File: config.mk
export PLATFORM = sky130hd
export DESIGN_NAME = rpc_prep
export DESIGN_NICKNAME = d
export VERILOG_FILES = /design/src/rotate_point_about_center_defines.svh /design/src/rpc_pkg.sv /design/src/rpc_prep.sv
export SDC_FILE = /design/constraint.sdc
export NUM_CORES = 1
export LEC_CHECK = 0
export BUFFER_PORTS_ARGS = -buffer_cell sky130_fd_sc_hd__buf_2
export CORE_ASPECT_RATIO = 2
export CORE_MARGIN = 3
export CORE_UTILIZATION = 57
export CTS_BUF_LIST = sky130_fd_sc_hd__clkbuf_8
export DETAILED_ROUTE_END_ITERATION = 8
export GPL_ROUTABILITY_DRIVEN = 0
export HOLD_SLACK_MARGIN = 0.08
export PLACE_DENSITY = 0.85
export SYNTH_ARGS = -nofsm -noshare
export SYNTH_HDL_FRONTEND = slang
export SYNTH_SLANG_ARGS = --single-unit
File: constraint.sdc
create_clock -name clk -period 14 [get_ports clk]
set_input_delay 1.4 -clock clk [delete_from_list [all_inputs] [get_ports clk]]
set_output_delay 1.4 -clock clk [all_outputs]
set_load 0.02 [all_outputs]
File: src/rotate_point_about_center_defines.svh
// ----------------------------------------------------------------------------
// Assertion macros for the point rotation block
// Helpers for concurrent checks, clocked on clk with reset on rst_n.
// ----------------------------------------------------------------------------
`ifndef ROTATE_POINT_ABOUT_CENTER_DEFINES_SVH
`define ROTATE_POINT_ABOUT_CENTER_DEFINES_SVH

`ifndef SYNTH
// Same-cycle implication, disabled while reset is asserted.
`define RPC_ASSERT_NOW(label, ante, cons, msg) \
  label: assert property (@(posedge clk) disable iff (!rst_n) (ante) |-> (cons)) \
    else $error(msg);
// Next-cycle implication, disabled while reset is asserted.
`define RPC_ASSERT_NEXT(label, ante, cons, msg) \
  label: assert property (@(posedge clk) disable iff (!rst_n) (ante) |=> (cons)) \
    else $error(msg);
`else
`define RPC_ASSERT_NOW(label, ante, cons, msg)
`define RPC_ASSERT_NEXT(label, ante, cons, msg)
`endif

`endif

File: src/rpc_pkg.sv
// ----------------------------------------------------------------------------
// rpc_pkg
// Widths, constants and stage payload types of the point rotation pipeline.
// ----------------------------------------------------------------------------
`default_nettype none

package rpc_pkg;

  // Number of CORDIC micro-rotations (8 to 24).
  localparam int CORDIC_STAGES = 16;
  localparam int ATAN_ENTRIES  = 24;
  localparam int CORDIC_ITERS  =
    (CORDIC_STAGES < ATAN_ENTRIES) ? CORDIC_STAGES : ATAN_ENTRIES;

  // Field and datapath widths.
  localparam int COORD_W     = 32;              // Q16.16 coordinates
  localparam int ANGLE_W     = 19;              // Q2.16 angle
  localparam int ANGLE_SHIFT = 14;              // Q2.16 to Q2.30
  localparam int PRE_W       = 34;              // scaled angle before folding
  localparam int Z_W         = 33;              // residual angle, Q2.30
  localparam int XY_W        = 32;              // CORDIC vector, Q1.30
  localparam int TRIG_W      = XY_W - 1;        // cosine and sine, Q2.28
  localparam int DIFF_W      = COORD_W + 1;     // exact point minus center
  localparam int PROD_W      = 64;              // products and their sums
  localparam int FRAC_SHIFT  = 28;              // drop the Q2.28 fraction
  localparam int SUM_W       = PROD_W - FRAC_SHIFT + 1;

  // CORDIC gain compensation and angle folding constants.
  localparam logic signed [XY_W-1:0]   GAIN_Q30    = 32'sd652032874;
  localparam logic signed [PRE_W-1:0]  PI_Q30      = 34'sd3373259426;
  localparam logic signed [PRE_W-1:0]  HALF_PI_Q30 = 34'sd1686629713;
  localparam logic signed [PROD_W-1:0] ROUND_HALF  = 64'sd134217728;

  // Saturation bounds of a coordinate.
  localparam logic signed [COORD_W-1:0] COORD_MAX = 32'sh7FFF_FFFF;
  localparam logic signed [COORD_W-1:0] COORD_MIN = 32'sh8000_0000;

  // atan(2^-i) in Q2.30, truncated.
  localparam logic [31:0] ATAN_Q30 [ATAN_ENTRIES] = '{
    32'h3243F6A8, 32'h1DAC6705, 32'h0FADBAFC, 32'h07F56EA6, 32'h03FEAB76,
    32'h01FFD55B, 32'h00FFFAAA, 32'h007FFF55, 32'h003FFFEA, 32'h001FFFFD,
    32'h000FFFFF, 32'h0007FFFF, 32'h0003FFFF, 32'h0001FFFF, 32'h0000FFFF,
    32'h00007FFF, 32'h00003FFF, 32'h00001FFF, 32'h00000FFF, 32'h000007FF,
    32'h000003FF, 32'h000001FF, 32'h000000FF, 32'h0000007F
  };

  // Input beat.
  typedef struct packed {
    logic signed [COORD_W-1:0] point_x;
    logic signed [COORD_W-1:0] point_y;
    logic signed [COORD_W-1:0] center_x;
    logic signed [COORD_W-1:0] center_y;
    logic signed [ANGLE_W-1:0] turn_angle;
  } in_t;

  // After offset subtraction and angle folding.
  typedef struct packed {
    logic signed [DIFF_W-1:0]  dx;
    logic signed [DIFF_W-1:0]  dy;
    logic signed [COORD_W-1:0] cx;
    logic signed [COORD_W-1:0] cy;
    logic signed [Z_W-1:0]     z;
    logic                      flip;
  } prep_t;

  // One CORDIC stage.
  typedef struct packed {
    logic signed [XY_W-1:0]    x;
    logic signed [XY_W-1:0]    y;
    logic signed [Z_W-1:0]     z;
    logic                      flip;
    logic signed [DIFF_W-1:0]  dx;
    logic signed [DIFF_W-1:0]  dy;
    logic signed [COORD_W-1:0] cx;
    logic signed [COORD_W-1:0] cy;
  } cordic_t;

  // Rounded cosine and sine.
  typedef struct packed {
    logic signed [TRIG_W-1:0]  c;
    logic signed [TRIG_W-1:0]  s;
    logic signed [DIFF_W-1:0]  dx;
    logic signed [DIFF_W-1:0]  dy;
    logic signed [COORD_W-1:0] cx;
    logic signed [COORD_W-1:0] cy;
  } trig_t;

  // The four partial products.
  typedef struct packed {
    logic signed [PROD_W-1:0]  xc;
    logic signed [PROD_W-1:0]  ys;
    logic signed [PROD_W-1:0]  xs;
    logic signed [PROD_W-1:0]  yc;
    logic signed [COORD_W-1:0] cx;
    logic signed [COORD_W-1:0] cy;
  } prod_t;

  // Rotated offsets with the rounding half added.
  typedef struct packed {
    logic signed [PROD_W-1:0]  sx;
    logic signed [PROD_W-1:0]  sy;
    logic signed [COORD_W-1:0] cx;
    logic signed [COORD_W-1:0] cy;
  } sum_t;

  // Result beat.
  typedef struct packed {
    logic signed [COORD_W-1:0] rotated_x;
    logic signed [COORD_W-1:0] rotated_y;
    logic                      overflow;
  } out_t;

endpackage

`default_nettype wire

File: src/rpc_prep.sv
// ----------------------------------------------------------------------------
// rpc_prep
// First pipeline stage: offset from the center and half-turn angle folding.
// ----------------------------------------------------------------------------
`default_nettype none

module rpc_prep (
  input  wire logic           clk,
  input  wire logic           rst_n,
  input  wire logic           up_valid,
  output      logic           up_ready,
  input  wire rpc_pkg::in_t   up_data,
  output      logic           dn_valid,
  input  wire logic           dn_ready,
  output      rpc_pkg::prep_t dn_data
);
  import rpc_pkg::*;

  logic                    vld_r;
  prep_t                   data_r;
  prep_t                   data_nxt;
  logic signed [PRE_W-1:0] z_ext;
  logic signed [PRE_W-1:0] z_fold;

  // The stage takes a beat when it is empty or its content moves on.
  assign up_ready = !vld_r || dn_ready;
  assign dn_valid = vld_r;
  assign dn_data  = data_r;

  // Scale the angle to Q2.30 and fold it into plus or minus pi/2.
  always_comb begin
    z_ext         = PRE_W'(up_data.turn_angle) <<< ANGLE_SHIFT;
    z_fold        = z_ext;
    data_nxt.flip = 1'b0;
    priority if (z_ext > HALF_PI_Q30) begin
      z_fold        = z_ext - PI_Q30;
      data_nxt.flip = 1'b1;
    end else if (z_ext < -HALF_PI_Q30) begin
      z_fold        = z_ext + PI_Q30;
      data_nxt.flip = 1'b1;
    end else begin
      z_fold        = z_ext;
    end
    data_nxt.z  = Z_W'(z_fold);
    data_nxt.dx = DIFF_W'(up_data.point_x) - DIFF_W'(up_data.center_x);
    data_nxt.dy = DIFF_W'(up_data.point_y) - DIFF_W'(up_data.center_y);
    data_nxt.cx = up_data.center_x;
    data_nxt.cy = up_data.center_y;
  end

  // Stage valid bit.
  always_ff @(posedge clk) begin
    if (!rst_n) begin
      vld_r <= 1'b0;
    end else if (up_ready) begin
      vld_r <= up_valid;
    end
  end

  // Stage payload.
  always_ff @(posedge clk) begin
    if (up_ready && up_valid) begin
      data_r <= data_nxt;
    end
  end
endmodule

`default_nettype wire

==> results of run 1 <==
==> cells in the final DEF (no fill, tap or decap), drive strengths merged, types with 10 or more instances in the layout <==
master    n
buf     317
edfxtp  152
inv      97
a21oi    74
ha       68
nand2    66
nor2     55
xnor2    43
o21ai    34
a21o     29
nand3    24
nor3     20
xor2     19
clkbuf   17
o21a     13
nand4    12
a31oi    11
nor2b    10
==> registers in the layout, summed over array words and instances, names as in the netlist <==
signal	count
dn_data	152
dn_valid	1
==> path summary, 6_finish.rpt <==
path	end	start	slack (ns)
setup / recovery	dn_data[126]$_DFFE_PP_	up_data[26]	10.40
hold / removal	dn_valid$_SDFFE_PN0N_	dn_valid$_SDFFE_PN0N_	0.58
setup reg to reg	dn_data[62]$_DFFE_PP_	dn_valid$_SDFFE_PN0N_	11.19
hold reg to reg	dn_valid$_SDFFE_PN0N_	dn_valid$_SDFFE_PN0N_	0.58
==> kinds of logic after synthesis <==
family,count (synthesis),synth area share
AO/OA/AOI/OAI,241,0.177
other,1,0.000399
XOR/XNOR,62,0.0578
adder cells (fa/ha/maj),70,0.0948
multiplexers,3,0.00333
flip-flops,153,0.488
AND/OR/NAND/NOR,226,0.118
buffers and inverters,133,0.0608
==> stage by stage <==
step,power [mW],hold WS [ns]
after global routing,1.33,0.616
after global placement,0.924,0.511
after detailed placement,0.934,0.563
after CTS,1.28,0.576
final,1.28,0.580
after floorplan,0.823,0.750
==> final cells by class <==
class / instances / area, sq um / area share
antenna: 2 / 5.00 / 0.000438
clock buffer: 17 / 234 / 0.0205
clock inverter: 15 / 161 / 0.0141
inverter: 93 / 349 / 0.0306
multi-input combinational: 603 / 4250 / 0.372
sequential: 153 / 4580 / 0.401
tap: 201 / 251 / 0.0220
timing repair buffer: 317 / 1590 / 0.139
==> metal layers <==
| metal | wire, microns | global-route usage |
|---|---|---|
| met5 | 0 | 0 |
| met4 | 1330 | 0.165 |
| met3 | 1800 | 0.0637 |
| met2 | 14800 | 0.551 |
| met1 | 8630 | 0.271 |
==> critical path, stage by stage <==
cell	delay (ns)
buf_2	0.10
inv_1	0.04
ha_1	0.37
a21oi_1	0.18
o21ai_0	0.14
a221oi_1	0.38
nand2_1	0.20
a311oi_1	0.58
o21ai_0	0.23
xor2_1	0.19
==> power by group through the flow <==
stage | clock [mW] | combinational [mW] | sequential (mW)
2_1_floorplan | 0 | 0.182 | 0.641
3_3_place_gp | 0 | 0.341 | 0.583
3_5_place_dp | 0 | 0.350 | 0.584
4_1_cts | 0.353 | 0.352 | 0.575
5_1_grt | 0.369 | 0.382 | 0.578
6_report | 0.348 | 0.353 | 0.574
==> metrics.yaml, run 1 <==
outcome: "finished clean"
wirelength_microns: 26600
synth.distinct_cells: 85
synth-seq-cells: 153
r2r_cells: 4
drt_iter0_markers: 359
tritoncts: "done"
cts.sinks: 153
fin_crit_sh: 0.257
fin_skew_ns: 0.0111
clk_latency_ns: 0.46
critical_path_class: "in2reg"
die_y_microns: 188
io_buffer_count: 315
post_dp_cell_area_sq_um: 11000
synth-main-ff-cell: "edfxtp_1"
postSynthCellCount: 889
die_w_microns: 96.8
hp-class: "reg2reg"
synth-edff-count: 152
critPathMaxFanout: 6
cts_setup_buffers: 0
synth.largest_area_cell: "edfxtp_1"
syn2layout_area_growth_pct: 21.5
finalInstanceArea_sq_um: 11400
num_rows: 65
start_util: 0.590
synthArstFlopShare: 0
relSlewSlack: 0.516
fmax_ghz: 0.278
finalSetupViolCount: 0
final.setup.worst_slack_ns: 10.40
end_kind: "flop"
num_vias: 8100
grt_use_total: 0.287
yosys_warnings: 0
pre_cts_ws_ns: 9.98
viasPerCell: 5.78
synth-seq-area-share: 0.488
finalHoldViolCount: 0
overflow: 0
synth_top_area_share: 0.485
rsz0062_at_grt: "false"
cts_buffers: 17
hold_buffers: 0
vdd_drop_max_v: 0.0000760
p_leak_nw: 5.17
firstDrtPassIters: 7
dp.cells: 1367
fillers: 1242
cts_resized: 0
final_cells: 1401
max_cap_violations: 0
synth_nets: 1110
fin_tns_setup_ns: 0
cts.clk_slew.worst_paths_ns: 0.08
synthTopCellsByCount: "152 x edfxtp_1, 91 x inv_1, 70 x a21oi_1, 68 x ha_1, 66 x nand2_1"
grt_start_max_net_pins: 57
remaining_drc_errors: 0
p_int_mw: 0.863
whs_path_depth: 2
cp.required_ns: 14.20
grt_first_pass_wirelength_microns: 41000
netlist_area_sq_um: 9400
tightest_slew_ns: 0.726
p_clk_frac: 0.273
netlist_top_cells_area: "edfxtp_1 49%, ha_1 9.0%, xnor2_1 4.0%"
p_per_area_nw_per_um2: 112
fin_nets: 1406
htreeDepth: 4
critPathLaunchType: "input port"
drive_gt1_frac: 0.308
antenna_found_initial: 2
cts_root_buf: "clkbuf_8"
grt_pass1_vias: 8285
final_max_slew_viol_count: 0
cp.arrival_ns: 3.80
wl_per_cell_microns: 19.0
finish.utilization: 0.717
synth_most_common_cell: "edfxtp_1"
pwr-share-comb: 0.277
core_area_sq_um: 15900
netSwitchingFraction: 0.323
dieArea_sq_um: 18200
clockBufferDepth: 2
avgSynthCellArea_sq_um: 10.6
seqPwrFrac: 0.450
final_antenna_net_count: 0
ioPinCount: 317
final.min_clock_period_ns: 3.60
switching_power_mw: 0.412
place_hpwl_microns: 21100
Power figures use the tool's default switching activity.
==> run 2, diff against run 1 <==
Settings changed: CORE_UTILIZATION 57 to 53, PLACE_DENSITY 0.85 to 0.8.
Clock period 14 ns to 3.7 ns, I/O delays scaled along.
==> run 2 against run 1 <==
Effect of this change:
- first-iteration DRC count increased by 5.0%
- wire length decreased by 0.90%
- critical path type unchanged
- combinational power rose to 3.8 times the previous value
- global-route usage fell by 2.1 points
- via count rose by 0.69%
- sequential power grew to 3.8 times the previous value
- register-to-register slack worse by 9.4 ns
- non-clock buffer count up 17
- flip-flop and latch count is the same
==> metrics.yaml, run 2 (synthesis results as in run 1) <==
outcome: "finished clean"
pwr-share-comb: 0.282
layout_commonest_cell: "buf_2"
hold-worst-slack_ns: 0.101
fin_skew_ns: 0.0109
p_total_mw: 4.77
wl_per_cell_microns: 18.5
cts.sinks: 153
syn2layout_area_growth_pct: 23.3
grt_first_pass_wirelength_microns: 40900
final.setup.worst_slack_ns: 0.662
grt_pass1_vias: 8463
max_cap_violations: 0
wirelength_microns: 26400
place_hpwl_microns: 20800
final_max_slew_viol_count: 0
final_cells: 1426
netSwitchingFraction: 0.327
num_vias: 8156
fin_nets: 1423
end_kind: "flop"
remaining_drc_errors: 0
viasPerCell: 5.72
clk_latency_ns: 0.46
tightest_slew_ns: 0.758
final_cell_mix: "315 x buf_2, 152 x edfxtp_1, 92 x inv_1"
critPathLaunchType: "input port"
num_rows: 68
p_per_area_nw_per_um2: 411
switching_power_mw: 1.56
largest_reg_flops: 152
dp.cells: 1376
post_dp_cell_area_sq_um: 11000
p_clk_frac: 0.262
cp_slowest_stage_delay_ns: 0.53
cpMostUsedCell: "o21ai_0"
cp.required_ns: 3.90
hp-class: "in2reg"
clockBufferDepth: 2
drive_gt1_frac: 0.305
io_buffer_count: 315
cts_setup_buffers: 0
pre_cts_ws_ns: 0.837
cp.arrival_ns: 3.24
antenna_found_initial: 1
dieArea_sq_um: 19500
p_int_mw: 3.21
grt_use_total: 0.265
drt_iter0_markers: 377
critPathMaxFanout: 6
grt_start_max_net_pins: 70
fin_tns_setup_ns: 0
final.min_clock_period_ns: 3.04
htreeDepth: 4
firstDrtPassIters: 5
die_y_microns: 194
rsz0062_at_grt: "false"
core_area_sq_um: 17400
vdd_drop_max_v: 0.000266
tritoncts: "done"
start_util: 0.542
cts_buffers: 17
final_antenna_net_count: 0
p_leak_nw: 5.23
critical_path_class: "in2reg"
crit_chain: "dlygate4sd3_1 > buf_2 > inv_1 > ha_1 > a21oi_1 > o21ai_0 > a221oi_1 > nand2_1 > a311oi_1 > o21ai_0 > xor2_1"
slowest_stage: "dlygate4sd3_1"
ioPinCount: 317
fin_crit_sh: 0.821
overflow: 0
seqPwrFrac: 0.456
relSlewSlack: 0.494
fmax_ghz: 0.329
finalInstanceArea_sq_um: 11600
cts.clk_slew.worst_paths_ns: 0.09
finish.utilization: 0.668
die_w_microns: 100
finalSetupViolCount: 0
finalHoldViolCount: 0
cts_root_buf: "clkbuf_8"
[run 2: cell count changes in the layout (fill, tap and decap cells not counted), sizes merged]
cell,previous run,this run
inv,97,95
clkinv,6,7
diode,2,1
dlygate4sd3,0,17
bufinv,3,2
clkinvlp,2,4
[run 2: power groups by stage]
stage	Clock, mW	Combinational [mW]	Sequential [mW]
2_1_floorplan	0	0.689	2.42
3_3_place_gp	0	1.29	2.21
3_5_place_dp	0	1.32	2.21
4_1_cts	1.28	1.34	2.17
5_1_grt	1.35	1.46	2.19
6_report	1.25	1.35	2.17
[run 2: repair_timing]
action / 4_1_cts / 5_1_grt
hold endpoints to repair: 12 / 5
hold buffers: 12 / 5
resized for setup: 0 / 0
[run 2: path summary, 6_finish.rpt]
| kind | to | depth (start not counted) | from | slack (ns) |
|---|---|---|---|---|
| max | dn_data[126]$_DFFE_PP_ | 11 | up_data[28] | 0.66 |
| min | dn_data[50]$_DFFE_PP_ | 1 | up_data[35] | 0.10 |
| max reg2reg | dn_data[140]$_DFFE_PP_ | 3 | dn_valid$_SDFFE_PN0N_ | 1.79 |
| min reg2reg | dn_valid$_SDFFE_PN0N_ | 2 | dn_valid$_SDFFE_PN0N_ | 0.54 |
[run 2: worst max-delay path, delay by kind of cell]
kind,cells,cell delay [ns]
AO/OA/AOI/OAI,5,1.42
XOR/XNOR,1,0.18
AND/OR/NAND/NOR,1,0.21
adder cells (fa/ha/maj),1,0.38
buffers and inverters,3,0.68
[run 2: cell type report]
class | count | area [sq um]
Inverter | 93 | 349
Antenna cell | 1 | 2.50
Multi-Input combinational cell | 603 | 4250
Fill cell | 1402 | 5770
Clock inverter | 15 | 135
Sequential cell | 153 | 4580
Tap cell | 210 | 263
Clock buffer | 17 | 234
Timing Repair Buffer | 334 | 1770
[run 2: layer usage]
layer	share of wire	track usage	wire, microns
met5	0	0	0
met4	0.041	0.121	1080
met3	0.075	0.0647	1980
met2	0.55	0.514	14600
met1	0.33	0.251	8680
==> run 3, diff against run 2 <==
Clock period 3.7 ns to 2.8 ns, I/O delays scaled along.
==> run 3 against run 2 <==
Effect of this change:
- worst setup slack worse by 0.58 ns
- clock power up 31%
- core utilization increased by 3.6 points
- via count is 2.7% higher
- combinational power is 39% higher
- wire length increased by 2.7%
- total power rose by 34%
- first-iteration DRC count grew 5.3%
- largest power group unchanged
==> metrics.yaml, run 3 (synthesis results as in run 1) <==
grt_start_max_net_pins: 94
syn2layout_area_growth_pct: 29.9
timing.rr.end: "dn_data[54]$_DFFE_PP_"
rsz0062_at_grt: "true"
p_per_area_nw_per_um2: 524
num_vias: 8375
fin_crit_sh: 0.972
cts_root_buf: "clkbuf_8"
hp-class: "in2reg"
tritoncts: "done"
top_layer: "met4"
seqCellArea_sq_um: 4580
wl_per_cell_microns: 18.3
rrSetupSlack_ns: 1.36
vdd_drop_max_v: 0.000380
drt_iter0_markers: 397
start_util: 0.542
finalHoldViolCount: 0
final_cells: 1482
max_cap_violations: 0
dieArea_sq_um: 19500
cts_setup_buffers: 0
final.setup.worst_slack_ns: 0.0784
firstDrtPassIters: 5
fin_nets: 1480
final_cell_mix: "315 x buf_2, 152 x edfxtp_1, 94 x inv_1"
cts_buffers: 17
met2_length_microns: 15100
clk_latency_ns: 0.45
relSlewSlack: 0.633
fillers: 1282
clockBufferDepth: 2
cts.sinks: 153
r2r-start: "dn_valid$_SDFFE_PN0N_"
p_total_mw: 6.39
crit_path_end: "dn_data[120]$_DFFE_PP_"
wirelength_microns: 27100
grt_first_pass_wirelength_microns: 42300
fin_skew_ns: 0.00811
diodes: 0
wl_met1_microns: 8770
place_hpwl_microns: 20300
cp-startpoint: "up_data[19]"
multi_input_area_sq_um: 4300
finalSetupViolCount: 0
antenna_found_initial: 0
die_y_microns: 194
ioPinCount: 317
final_max_slew_viol_count: 0
critPathMaxFanout: 3
cp.arrival_ns: 2.98
cp.required_ns: 3.05
die_w_microns: 100
core_area_sq_um: 17400
p_leak_nw: 5.49
dr_wl_met3_microns: 1860
final_antenna_net_count: 0
tightest_slew_ns: 0.545
r2r_cells: 3
layout_commonest_cell: "buf_2"
overflow: 0
remaining_drc_errors: 0
grt_pass1_vias: 8668
critPathLaunchType: "input port"
largest_reg_flops: 152
viasPerCell: 5.65
drive_gt1_frac: 0.303
grt_use_total: 0.276
cts.clk_slew.worst_paths_ns: 0.08
pre_cts_ws_ns: 0.0956
dp.cells: 1384
htreeDepth: 4
end_kind: "flop"
num_rows: 68
outcome: "finished clean"
hold-worst-slack_ns: 0.160
fmax_ghz: 0.367
final.min_clock_period_ns: 2.72
critical_path_class: "in2reg"
io_buffer_count: 315
==> run 3: cell count changes in the layout (fill, tap and decap cells not counted), sizes merged <==
cell         change
clkinv           -3
dlygate4sd3     +49
diode            -1
buf              +8
inv              +3
==> run 3: power by group <==
part | internal, mW | switching (mW) | leakage, nW
sequential | 2.81 | 0.0628 | 1.48
combinational | 0.727 | 1.15 | 3.82
clock | 0.777 | 0.865 | 0.187
total | 4.31 | 2.08 | 5.49
==> run 3: repair_timing <==
action | CTS | global route
endpoints found under the hold margin | 65 | 0
endpoints found under the setup margin | 0 | 11
hold buffers | 66 | 0
gates resized for setup | 0 | 10
==> run 3: layer usage <==
metal / track usage / up-vias
met5: 0 / -
met4: 0.149 / 0
met3: 0.0550 / 87
met2: 0.520 / 402
met1: 0.272 / 3905
li1: - / 3981
==> run 3: worst min path at each step <==
stage	start	end	slack [ns]	depth (start not counted)
global placement	up_data[39]	dn_data[54]$_DFFE_PP_	0.47	1
CTS	up_data[4]	dn_data[19]$_DFFE_PP_	0.13	2
finish	up_data[4]	dn_data[19]$_DFFE_PP_	0.16	2
global route	up_data[1]	dn_data[16]$_DFFE_PP_	0.15	3
detailed placement	up_data[39]	dn_data[54]$_DFFE_PP_	0.47	1
floorplan	up_data[19]	dn_data[34]$_DFFE_PP_	0.38	0
==> run 3: worst max-delay path, cell delays in order <==
cell and delay [ns]:
dlygate4sd3_1 0.53, buf_2 0.13, ha_1 0.22, fa_1 0.40, nand2b_1 0.19, a21oi_1 0.13
buf_4 0.15, o2111ai_1 0.15, nand3_1 0.14, a41oi_2 0.19, nor2_2 0.18, xor2_1 0.27
==> run 3: cell type report <==
type                       instances  share of cell area
timing repair buffer             391               0.191
clock buffer                      17              0.0192
multi-input combinational        603               0.353
inverter                          93              0.0286
clock inverter                    15              0.0112
tap                              210              0.0215
sequential                       153               0.376
==> run 3: through the flow <==
stage	instance area, sq um	util	TNS, ns
after global routing	12200	0.703	-0.105
final	12200	0.703	0
after global placement	11100	0.641	0
after floorplan	9400	-	0
after detailed placement	11100	0.641	0
after CTS	12200	0.700	0
